===== config.mk =====
export PLATFORM = sky130hd
export DESIGN_NAME = ppm_frame_decoder
export DESIGN_NICKNAME = d
export VERILOG_FILES = /design/src/sv/ppmfd_pkg.sv /design/src/sv/ppmfd_csr.sv /design/src/sv/ppmfd_ctrl.sv /design/src/sv/ppmfd_dp.sv /design/src/sv/ppm_frame_decoder.sv
export SDC_FILE = /design/constraint.sdc
export NUM_CORES = 1
export LEC_CHECK = 0
export BUFFER_PORTS_ARGS = -buffer_cell sky130_fd_sc_hd__buf_2
export CORE_MARGIN = 2
export CORE_UTILIZATION = 65
export CTS_CLUSTER_DIAMETER = 150
export CTS_CLUSTER_SIZE = 14
export DETAILED_ROUTE_END_ITERATION = 16
export PLACE_DENSITY = 0.84
export SETUP_SLACK_MARGIN = 0.15
export SYNTH_ARGS = -nofsm -noshare
export SYNTH_HDL_FRONTEND = slang
export SYNTH_SLANG_ARGS = --single-unit

===== constraint.sdc =====
create_clock -name clock -period 10 [get_ports clock]
set_input_delay 2 -clock clock [delete_from_list [all_inputs] [get_ports clock]]
set_output_delay 2 -clock clock [all_outputs]
set_load 0.05 [all_outputs]

===== src/sv/ppmfd_pkg.sv =====
`default_nettype none
// ----------------------------------------------------------------------------
// ppmfd_pkg: shared types and constants of the PPM frame decoder
// Operation codes, register indexes, payload structs and the command and
// status groups between controller and datapath.
// ----------------------------------------------------------------------------
package ppmfd_pkg;

   localparam logic [1:0] OP_CAPTURE  = 2'd0;
   localparam logic [1:0] OP_ROLLOVER = 2'd1;
   localparam logic [1:0] OP_READ     = 2'd2;

   localparam int unsigned REG_IDX_W = 3;
   localparam logic [REG_IDX_W-1:0] REG_PULSE_MIN     = 3'd0;
   localparam logic [REG_IDX_W-1:0] REG_PULSE_MAX     = 3'd1;
   localparam logic [REG_IDX_W-1:0] REG_SYNC_MIN      = 3'd2;
   localparam logic [REG_IDX_W-1:0] REG_SYNC_MAX      = 3'd3;
   localparam logic [REG_IDX_W-1:0] REG_ROLLOVER_STEP = 3'd4;

   localparam int unsigned ADDR_W = 5;

   localparam logic [15:0] PULSE_MIN_RESET     = 16'd900;
   localparam logic [15:0] PULSE_MAX_RESET     = 16'd2100;
   localparam logic [31:0] SYNC_MIN_RESET      = 32'd2700;
   localparam logic [31:0] SYNC_MAX_RESET      = 32'd20000;
   localparam logic [16:0] ROLLOVER_STEP_RESET = 17'd20000;

   typedef struct packed {
      logic [1:0]  operation;
      logic [15:0] capture_count;
   } req_type;

   typedef struct packed {
      logic        success;
      logic [2:0]  channel_number;
      logic [15:0] channel_width;
      logic        last;
   } rsp_type;

   typedef struct packed {
      logic [15:0] pulse_min;
      logic [15:0] pulse_max;
      logic [31:0] sync_min;
      logic [31:0] sync_max;
      logic [16:0] rollover_step;
   } cfg_type;

   typedef struct packed {
      logic load_now;    // capture accepted: now = count + time base
      logic roll;        // overflow accepted: advance time base
      logic start_read;  // read accepted: rewind read index
      logic calc_width;  // width = now - previous edge
      logic decode;      // run the channel / sync decision
      logic emit;        // load one result into the output register
   } cmd_type;

   typedef struct packed {
      logic out_free;    // output register can take a result this cycle
      logic emit_last;   // the next result ends the read
   } status_type;

endpackage
`default_nettype wire


===== src/sv/ppmfd_csr.sv =====
`default_nettype none
// ----------------------------------------------------------------------------
// ppmfd_csr: configuration registers
// APB-style register file for the decode windows and the rollover step.
// ----------------------------------------------------------------------------
module ppmfd_csr (
   input  wire logic                          clock,
   input  wire logic                          reset,
   input  wire logic                          psel,
   input  wire logic                          penable,
   input  wire logic                          pwrite,
   input  wire logic [ppmfd_pkg::ADDR_W-1:0]  paddr,
   input  wire logic [31:0]                   pwdata,
   output logic      [31:0]                   prdata,
   output logic                               pready,
   output ppmfd_pkg::cfg_type                 cfg
);

   ppmfd_pkg::cfg_type cfg_ff;
   logic [ppmfd_pkg::REG_IDX_W-1:0] reg_idx;
   logic wr_en;

   assign reg_idx = paddr[ppmfd_pkg::ADDR_W-1:2];
   assign wr_en   = psel & penable & pwrite;
   assign pready  = 1'b1;
   assign cfg     = cfg_ff;

   always_ff @(posedge clock) begin
      if (reset) begin
         cfg_ff.pulse_min     <= ppmfd_pkg::PULSE_MIN_RESET;
         cfg_ff.pulse_max     <= ppmfd_pkg::PULSE_MAX_RESET;
         cfg_ff.sync_min      <= ppmfd_pkg::SYNC_MIN_RESET;
         cfg_ff.sync_max      <= ppmfd_pkg::SYNC_MAX_RESET;
         cfg_ff.rollover_step <= ppmfd_pkg::ROLLOVER_STEP_RESET;
      end else if (wr_en) begin
         case (reg_idx)
            ppmfd_pkg::REG_PULSE_MIN:     cfg_ff.pulse_min     <= pwdata[15:0];
            ppmfd_pkg::REG_PULSE_MAX:     cfg_ff.pulse_max     <= pwdata[15:0];
            ppmfd_pkg::REG_SYNC_MIN:      cfg_ff.sync_min      <= pwdata;
            ppmfd_pkg::REG_SYNC_MAX:      cfg_ff.sync_max      <= pwdata;
            ppmfd_pkg::REG_ROLLOVER_STEP: cfg_ff.rollover_step <= pwdata[16:0];
            default: ;
         endcase
      end
   end

   always_comb begin
      case (reg_idx)
         ppmfd_pkg::REG_PULSE_MIN:     prdata = {16'd0, cfg_ff.pulse_min};
         ppmfd_pkg::REG_PULSE_MAX:     prdata = {16'd0, cfg_ff.pulse_max};
         ppmfd_pkg::REG_SYNC_MIN:      prdata = cfg_ff.sync_min;
         ppmfd_pkg::REG_SYNC_MAX:      prdata = cfg_ff.sync_max;
         ppmfd_pkg::REG_ROLLOVER_STEP: prdata = {15'd0, cfg_ff.rollover_step};
         default:                      prdata = 32'd0;
      endcase
   end

endmodule
`default_nettype wire


===== src/sv/ppmfd_ctrl.sv =====
`default_nettype none
// ----------------------------------------------------------------------------
// ppmfd_ctrl: sequencing state machine
// Accepts one request at a time and steps the datapath through capture
// decode, a time base rollover or the result sweep of a read.
// ----------------------------------------------------------------------------
module ppmfd_ctrl (
   input  wire logic                  clock,
   input  wire logic                  reset,
   input  wire logic                  req_valid,
   output logic                       req_ready,
   input  wire logic [1:0]            req_operation,
   input  ppmfd_pkg::status_type      status,
   output ppmfd_pkg::cmd_type         cmd
);

   localparam logic [1:0] S_IDLE   = 2'd0;
   localparam logic [1:0] S_WIDTH  = 2'd1;
   localparam logic [1:0] S_DECODE = 2'd2;
   localparam logic [1:0] S_READ   = 2'd3;

   logic [1:0] state_ff, state_in;
   logic       accept;

   assign req_ready = (state_ff == S_IDLE);
   assign accept    = req_valid & req_ready;

   always_comb begin
      state_in       = state_ff;
      cmd            = '0;
      case (state_ff)
         S_IDLE: begin
            if (accept) begin
               case (req_operation)
                  ppmfd_pkg::OP_CAPTURE: begin
                     cmd.load_now = 1'b1;
                     state_in     = S_WIDTH;
                  end
                  ppmfd_pkg::OP_ROLLOVER: cmd.roll = 1'b1;
                  ppmfd_pkg::OP_READ: begin
                     cmd.start_read = 1'b1;
                     state_in       = S_READ;
                  end
                  default: ;  // unused code: dropped
               endcase
            end
         end
         S_WIDTH: begin
            cmd.calc_width = 1'b1;
            state_in       = S_DECODE;
         end
         S_DECODE: begin
            cmd.decode = 1'b1;
            state_in   = S_IDLE;
         end
         S_READ: begin
            if (status.out_free) begin
               cmd.emit = 1'b1;
               if (status.emit_last) state_in = S_IDLE;
            end
         end
         default: state_in = S_IDLE;
      endcase
   end

   always_ff @(posedge clock) begin
      if (reset) begin
         state_ff <= S_IDLE;
      end else begin
         state_ff <= state_in;
      end
   end

endmodule
`default_nettype wire


===== src/sv/ppmfd_dp.sv =====
`default_nettype none
// ----------------------------------------------------------------------------
// ppmfd_dp: decode datapath
// Time base, edge timing, channel window checks, two banks of pulse
// storage swapped on a valid frame, and the result output register.
// ----------------------------------------------------------------------------
module ppmfd_dp #(
   parameter int unsigned CHANNELS = 8
) (
   input  wire logic                  clock,
   input  wire logic                  reset,
   input  wire logic [15:0]           req_capture_count,
   input  ppmfd_pkg::cfg_type         cfg,
   input  ppmfd_pkg::cmd_type         cmd,
   output ppmfd_pkg::status_type      status,
   output logic                       rsp_valid,
   input  wire logic                  rsp_ready,
   output ppmfd_pkg::rsp_type         rsp_data
);

   localparam int unsigned POS_W = $clog2(CHANNELS + 1);
   localparam int unsigned IDX_W = (CHANNELS > 1) ? $clog2(CHANNELS) : 1;
   localparam logic [POS_W-1:0] POS_FULL = POS_W'(CHANNELS);
   localparam logic [IDX_W-1:0] IDX_LAST = IDX_W'(CHANNELS - 1);

   logic [31:0]      time_base_ff;
   logic [31:0]      prev_edge_ff;
   logic [31:0]      now_ff;
   logic [31:0]      width_ff;
   logic [POS_W-1:0] pos_ff;
   logic             complete_ff;
   logic             frame_ready_ff;
   logic             wbank_ff;       // bank under fill; the other holds the frame
   logic [IDX_W-1:0] idx_ff;
   logic [15:0]      store_ff [2][CHANNELS];
   logic             rsp_valid_ff;
   ppmfd_pkg::rsp_type rsp_data_ff, rsp_data_in;

   logic in_pulse, in_sync, at_sync, frame_done;
   logic [POS_W-1:0] pos_next;

   assign in_pulse   = (width_ff > {16'd0, cfg.pulse_min}) &&
                       (width_ff < {16'd0, cfg.pulse_max});
   assign in_sync    = (width_ff > cfg.sync_min) && (width_ff < cfg.sync_max);
   assign at_sync    = (pos_ff >= POS_FULL);
   assign pos_next   = pos_ff + POS_W'(1);
   assign frame_done = cmd.decode & at_sync & in_sync & complete_ff;

   assign status.out_free  = ~rsp_valid_ff | rsp_ready;
   assign status.emit_last = ~frame_ready_ff | (idx_ff == IDX_LAST);

   always_ff @(posedge clock) begin
      if (reset) begin
         time_base_ff   <= 32'd0;
         prev_edge_ff   <= 32'd0;
         pos_ff         <= '0;
         complete_ff    <= 1'b0;
         frame_ready_ff <= 1'b0;
         wbank_ff       <= 1'b0;
         idx_ff         <= '0;
         rsp_valid_ff   <= 1'b0;
      end else begin
         if (cmd.roll) time_base_ff <= time_base_ff + {15'd0, cfg.rollover_step};
         if (cmd.calc_width) prev_edge_ff <= now_ff;
         if (cmd.decode) begin
            if (at_sync) begin
               if (in_sync) begin
                  pos_ff      <= '0;
                  complete_ff <= 1'b0;
               end else begin
                  complete_ff <= 1'b0;
               end
            end else if (in_pulse) begin
               pos_ff <= pos_next;
               if (pos_next == POS_FULL) complete_ff <= 1'b1;
            end else begin
               pos_ff      <= POS_FULL;
               complete_ff <= 1'b0;
            end
         end
         if (frame_done) begin
            wbank_ff       <= ~wbank_ff;
            frame_ready_ff <= 1'b1;
         end
         if (cmd.start_read) idx_ff <= '0;
         if (cmd.emit) begin
            idx_ff <= idx_ff + IDX_W'(1);
            if (status.emit_last) frame_ready_ff <= 1'b0;
         end
         if (cmd.emit) rsp_valid_ff <= 1'b1;
         else if (rsp_ready) rsp_valid_ff <= 1'b0;
      end
   end

   always_comb begin
      rsp_data_in.success        = frame_ready_ff;
      rsp_data_in.channel_number = frame_ready_ff ? 3'(idx_ff) : 3'd0;
      rsp_data_in.channel_width  = frame_ready_ff ? store_ff[~wbank_ff][idx_ff] : 16'd0;
      rsp_data_in.last           = status.emit_last;
   end

   // payload registers, no reset
   always_ff @(posedge clock) begin
      if (cmd.load_now) now_ff <= {16'd0, req_capture_count} + time_base_ff;
      if (cmd.calc_width) width_ff <= now_ff - prev_edge_ff;
      if (cmd.decode && !at_sync && in_pulse)
         store_ff[wbank_ff][pos_ff[IDX_W-1:0]] <= width_ff[15:0];
      if (cmd.emit) rsp_data_ff <= rsp_data_in;
   end

   assign rsp_valid = rsp_valid_ff;
   assign rsp_data  = rsp_data_ff;

   a_pos_bound: assert property (@(posedge clock) disable iff (reset)
      pos_ff <= POS_FULL)
      else $error("channel position beyond channel count");

   a_complete_full: assert property (@(posedge clock) disable iff (reset)
      complete_ff |-> (pos_ff == POS_FULL))
      else $error("frame marked complete with channels missing");

   a_ready_cleared: assert property (@(posedge clock) disable iff (reset)
      (cmd.emit && status.emit_last) |=> !frame_ready_ff)
      else $error("frame still ready after final result of a read");

   a_fail_last: assert property (@(posedge clock) disable iff (reset)
      (rsp_valid_ff && !rsp_data_ff.success) |-> rsp_data_ff.last)
      else $error("failure result not marked last");

endmodule
`default_nettype wire


===== src/sv/ppm_frame_decoder.sv =====
`default_nettype none
// ----------------------------------------------------------------------------
// ppm_frame_decoder: RC PPM pulse train decoder
// Times capture edges against a rollover-extended time base, checks each
// gap against the channel and sync windows and hands out complete frames.
// ----------------------------------------------------------------------------
//  channel | ports                        | transfer
//  --------+------------------------------+--------------------------------------
//  request | req_valid/req_ready/req_data | capture, overflow or read command
//  result  | rsp_valid/rsp_ready/rsp_data | one channel of a frame, or a failure
//  config  | psel/penable/pwrite/paddr... | register write/read, pready always 1
//
//  A capture steps the block through time add, width subtract and window
//  decision; an overflow ends on acceptance; a read emits CHANNELS results
//  (one failure without a frame), paced by the single result output register.
//  A valid frame swaps the two pulse banks instead of copying them.
//  Reset is synchronous; it clears the time base, edge time, position and
//  frame flags; pulse banks are undefined until written.
//  A stalled result channel holds the output register and pauses the read.
//  Overflow and unused operation codes produce no result.
// ----------------------------------------------------------------------------
module ppm_frame_decoder #(
   parameter int unsigned CHANNELS = 8
) (
   input  wire logic                          clock,
   input  wire logic                          reset,
   // request channel
   input  wire logic                          req_valid,
   output logic                               req_ready,
   input  ppmfd_pkg::req_type                 req_data,
   // result channel
   output logic                               rsp_valid,
   input  wire logic                          rsp_ready,
   output ppmfd_pkg::rsp_type                 rsp_data,
   // configuration port
   input  wire logic                          psel,
   input  wire logic                          penable,
   input  wire logic                          pwrite,
   input  wire logic [ppmfd_pkg::ADDR_W-1:0]  paddr,
   input  wire logic [31:0]                   pwdata,
   output logic      [31:0]                   prdata,
   output logic                               pready
);

   ppmfd_pkg::cfg_type    cfg;
   ppmfd_pkg::cmd_type    cmd;
   ppmfd_pkg::status_type status;

   // register file
   ppmfd_csr u_csr (
      .clock   (clock),
      .reset   (reset),
      .psel    (psel),
      .penable (penable),
      .pwrite  (pwrite),
      .paddr   (paddr),
      .pwdata  (pwdata),
      .prdata  (prdata),
      .pready  (pready),
      .cfg     (cfg)
   );

   // sequencer: owns req_ready, drives one command group per cycle
   ppmfd_ctrl u_ctrl (
      .clock         (clock),
      .reset         (reset),
      .req_valid     (req_valid),
      .req_ready     (req_ready),
      .req_operation (req_data.operation),
      .status        (status),
      .cmd           (cmd)
   );

   // timing, windows, pulse banks and result register
   ppmfd_dp #(
      .CHANNELS (CHANNELS)
   ) u_dp (
      .clock             (clock),
      .reset             (reset),
      .req_capture_count (req_data.capture_count),
      .cfg               (cfg),
      .cmd               (cmd),
      .status            (status),
      .rsp_valid         (rsp_valid),
      .rsp_ready         (rsp_ready),
      .rsp_data          (rsp_data)
   );

endmodule
`default_nettype wire

Word-level counts from Yosys, hierarchy flattened
Memory sizes are Yosys's and may differ from the RTL's.
Index checks and enable logic that the tools add are counted.
- add/subtract/negate cells: 5
- $lt $le $gt $ge: 8
- equal/unequal tests: 17
- muxes and demuxes: 35
- bitwise logic cells: 13
- reduce and logical (&&, ||, !) cells: 19
- operator list (cell ; count):
    $pmux 32 s5 ; 1
    $mux 128 ; 1
    $bmux 16 s3 ; 1
    $demux 16 s3 ; 1
    $mux 16 ; 3
    $add 16x32->32 ; 1
    $add 32x17->32 ; 1
    $gt 32x16->1 ; 1
    $gt 32x32->1 ; 1
    $lt 32x16->1 ; 1
    $lt 32x32->1 ; 1
    $sub 32x32->32 ; 1
    $mux 1 ; 16
    $reduce_and 2->1 ; 7
    $ge 4x4->1 const B ; 3
    $mux 3 ; 4
    $mux 4 ; 3
    $not 3->4 ; 2
    $pmux 2 s4 ; 1
    $and 1x1->1 ; 6
    $eq 2x2->1 const B ; 3
    $eq 3x2->1 const B ; 2
    $eq 3x3->1 const B ; 2
    $mux 2 ; 3
    18 further kinds ; 31
- bits in registers: 275
- memory bits (writable): 256
- input bits: 62
- output and inout port bits: 56
- logic and storage cells: 118
- memories: 1
- memory list (memory ; words ; width ; rd ports ; clocked after memory_dff ; write ports ; RTL line ; RTL):
    u_dp.store_ff ; 2 ; 128 ; 1 ; 0 ; 1 ; ppmfd_dp.sv:35 ; logic [15:0] store_ff [2][CHANNELS];

Longest topological paths before layout
- depth in word-level cells: 8
- gate-level depth with buffers: 12
- depth with buffers taken out: 12

By module
Synthesis repeated with hierarchy kept, for this count alone.
- cells, all modules: 2172
- area total of the unflattened synthesis: 26559.2 um^2
- by module, submodules not included (module ; times used ; cells an instance ; area each (um^2) ; seq. area each (um^2)):
    ppmfd_dp ; 1 ; 1581 ; 20936.3 ; 11741.3
    ppmfd_csr ; 1 ; 574 ; 5486.5 ; 2262.2
    ppmfd_ctrl ; 1 ; 17 ; 136.4 ; 40.0

Worst setup path before layout
No wires, ideal clock.
- path kind: input -> output
- start: input paddr[2] (netlist bit)
- end: output prdata[16]
- arrival: 4133 ps
- data required time: 8000 ps
- slack: 3867 ps
- stages on the path: 5
- path buffers: 3
- cells stage by stage: clkbuf_1 > buf_1 > buf_1 > mux2i_1 > o21ai_0
- word-level cells in the longest chain between the ends: 2
- elaborated cells between the ends (all ways): 6
- classes of those cells: 4 x eq/ne; 1 x mux; 1 x reduce/logical
- RTL lines (element ; RTL line ; RTL):
    from (decl) ; ppm_frame_decoder.sv:39 ; input wire logic [ppmfd_pkg::ADDR_W-1:0] paddr,
    $eq 3x3->1, or another cell as far along ; ppmfd_csr.sv:48 ; case (reg_idx)
    $pmux 32 s5 (*) ; ppmfd_csr.sv:48 ;
    to (decl) ; ppm_frame_decoder.sv:41 ; output logic [31:0] prdata,
Every way passes the cells marked *; elsewhere a longest branch is shown, timed or not.

Final worst setup path
- start: input paddr[2] (netlist bit)
- end: output prdata[15]
The elaborated chain is that of the path after synthesis.

==> results.json <==
{
  "status": "completed",
  "grt_setup_unrepaired": "false",
  "clock_skew_ns": 0.0107,
  "h-tree-depth": 2,
  "holdCritPathClass": "flop to flop",
  "synth_mux_area_share_pct": 7.70,
  "tightest_slew_ns": 1.27,
  "totalNegativeSetupSlack_ns": 0,
  "max_slew_margin_pct": 15.3,
  "crit_arrival_ns": 4.59,
  "crit_slowest_cell": "nor2_1",
  "rr_endpoint": "u_dp.store_ff[1][114]",
  "die_h_um": 203,
  "maxCapViolCount": 0,
  "synth_fa_ha_area_share_pct": 8.10,
  "dpl_cell_area_um2": 26900,
  "seq_area_frac_synth_pct": 54.5,
  "ant_nets": 0,
  "worst_setup_path_end_kind": "output port",
  "wl_um": 65900,
  "num-nets-final": 2576,
  "synthesis.nets": 2487,
  "crit_fanout": 54,
  "syn_to_final_growth_pct": 9.19,
  "critPathLaunchType": "primary input",
  "ctsResizeCount": 0,
  "core_um2": 38900,
  "p_per_area_nw_per_um2": 150,
  "synth_compound_area_share_pct": 11.9,
  "min-delay-start": "u_dp.prev_edge_ff[22]",
  "drt_iter0_drc": 2054,
  "synth_seq_cells": 531,
  "dr.pass1.iters": 6,
  "synth-xor-area-share_pct": 2.62,
  "dp_hpwl_um": 44900,
  "multi_input_area_um2": 10800,
  "fillers": 2622,
  "cp.required_ns": 8.00,
  "die_area_um2": 41200,
  "holdPathStages": 2,
  "yosys_warnings": 0,
  "clk_latency_ns": 0.58,
  "grt_pass1_wl_um": 102000,
  "power_leakage_nw": 9.86,
  "synth_edf_count": 341,
  "gp_congestion": 0.946,
  "fin_total_pwr_mw": 4.23,
  "finalInstanceArea_um2": 28100,
  "holdPathEnd": "u_dp.prev_edge_ff[22]",
  "critPathBufInv": 4,
  "ir_drop_uv": 110,
  "maxSlewViolCount": 0,
  "crit_type": "primary input to output port",
  "r2r_slack_ns": 5.11,
  "setup_ws_ns": 3.41,
  "synthArstFlopShare_pct": 0,
  "cts-buffers-inserted": 43,
  "r2r_cells": 10,
  "fin_crit_sh_pct": 65.9,
  "rr_startpoint": "u_dp.width_ff[5]",
  "final-hold-violation-count": 0,
  "grt_usage_pct": 32.4,
  "die_x_um": 203,
  "antenna_found_initial": 2,
  "synth_area_um2": 25800,
  "synthCells": 2260,
  "vias": 18494,
  "numClockSinks": 531,
  "clk_pin_slew_ns": 0.07,
  "synth_top_family_by_area": "compound AO/OA/AOI/OAI gates",
  "synth_flop_cell": "edfxtp_1",
  "cpLargestDelayFamily": "buffers and inverters",
  "grt-ovfl-total": 0,
  "regArea_um2": 14000,
  "ys_types": 74,
  "synthSimpleGateAreaFrac_pct": 11.4,
  "syn_avg_cell_area_um2": 11.4,
  "port_buffers": 114,
  "min_period_ns": 6.59,
  "drive_gt1_share_pct": 12.6,
  "max_freq_mhz": 152,
  "drc_errors": 0,
  "placementRows": 72,
  "grt_pass1_vias": 18252,
  "floorplan.initialDensity_pct": 66.2,
  "cts_buffer_depth": 3,
  "holdWs_ns": 0.458,
  "pre_cts_ws_ns": 3.52,
  "hold_buffers": 0,
  "cts_root_buf": "clkbuf_16",
  "cp_common_cell": "buf_2",
  "cts_tree": "built",
  "io_pins": 118,
  "wl_per_cell_um": 22.7,
  "avgViaCountPerCell": 6.38,
  "cp_cell_sequence": "buf_2, buf_4, inv_1, nor2_1, a22oi_1, o22ai_1, buf_2",
  "grt_max_degree": 105,
  "post-cts-setup-buffers": 0,
  "critPathMaxStageDelay_ns": 0.87,
  "setup-violations-final": 0
}
## final cells by class
cell class | count | area share, %
antenna | 2 | 0.0178
clock buffer | 73 | 4.23
clock inverter | 2 | 0.116
inverter | 150 | 2.00
multi-input combinational | 1480 | 38.6
sequential | 531 | 50.0
tap | 518 | 2.30
timing repair buffer | 143 | 2.81
## cells in the final DEF, fill, tap and decap left out, types with 53 or more instances in the layout
master	netlist	routed
mux4_2	80	80
a21o_1	61	61
dfxtp_1	190	188
a21oi_1	205	205
xnor2_1	53	53
inv_1	149	148
nand2_1	355	355
buf_2	5	113
edfxtp_1	341	341
nor2_1	90	86
ha_1	162	162
## report_power, final
part / switching [mW] / internal [mW]
clock: 0.769 / 0.810
combinational: 0.175 / 0.0987
sequential: 0.0303 / 2.35
total: 0.974 / 3.26
## state kept, by name, indices dropped and copies added (netlist names)
| name | cells |
|---|---|
| u_dp.store_ff | 256 |
| u_csr.cfg | 113 |
| u_dp.now_ff | 32 |
| u_dp.prev_edge_ff | 32 |
| u_dp.time_base_ff | 32 |
| u_dp.width_ff | 32 |
| u_dp.rsp_data | 21 |
| u_dp.pos_ff | 4 |
| u_dp.idx_ff | 3 |
| u_ctrl.state_ff | 2 |
| u_dp.complete_ff | 1 |
| u_dp.frame_ready_ff | 1 |
| u_dp.rsp_valid | 1 |
| u_dp.wbank_ff | 1 |
## Yosys cell counts, types with 24 or more instances
master / n / area share [%]
dfxtp_1: 190 / 15
nand2b_1: 26 / 0.63
nor2_1: 90 / 1.3
xnor2_1: 53 / 1.8
a21o_1: 61 / 1.8
nand2_1: 355 / 5.2
mux4_2: 80 / 7.0
nand3_1: 44 / 0.86
o21ai_0: 34 / 0.66
inv_1: 149 / 2.2
ha_1: 162 / 7.9
a22oi_1: 32 / 0.93
nand4_1: 30 / 0.73
and2_1: 26 / 0.63
a21oi_1: 205 / 4.0
xor2_1: 24 / 0.82
clkbuf_1: 81 / 1.2
edfxtp_1: 341 / 40
## worst min-delay path, delay by kind of cell, from the launching register on
family | cells | cell delay, ns
AOI/OAI and AO/OA | 1 | 0.05
and+or+nand+nor | 1 | 0.05
DFF | 1 | 0.31
## metrics by stage
stage	instances	utilization [%]
floorplan	2260	-
global placement	2822	69.1
detailed placement	2822	69.1
CTS	2897	72.2
global route	2899	72.3
finish	2899	72.3
## worst max-delay path by stage
stage	startpoint	slack (ns)	to	cells past startpoint
after floorplan	paddr[2]	3.87	prdata[16]	5
after global placement	paddr[2]	3.56	prdata[11]	7
after detailed placement	paddr[2]	3.52	prdata[14]	7
after CTS	paddr[2]	3.51	prdata[14]	7
after global routing	paddr[2]	3.23	prdata[13]	7
final	paddr[2]	3.41	prdata[15]	7
## routing by layer
layer	track usage (%)	routed length, um
met5	0	0
met4	14.1	2800
met3	4.56	5830
met2	54.5	32100
met1	42.4	25200
## logic make-up after synthesis
kind of cell             count (synthesis)
other                                    1
AO/OA/AOI/OAI                          485
adder cells (fa/ha/maj)                165
buffers and inverters                  249
multiplexers                            98
flip-flops                             531
XOR/XNOR                                77
AND/OR/NAND/NOR                        654
Note: power is estimated with default switching activity, not from simulation.
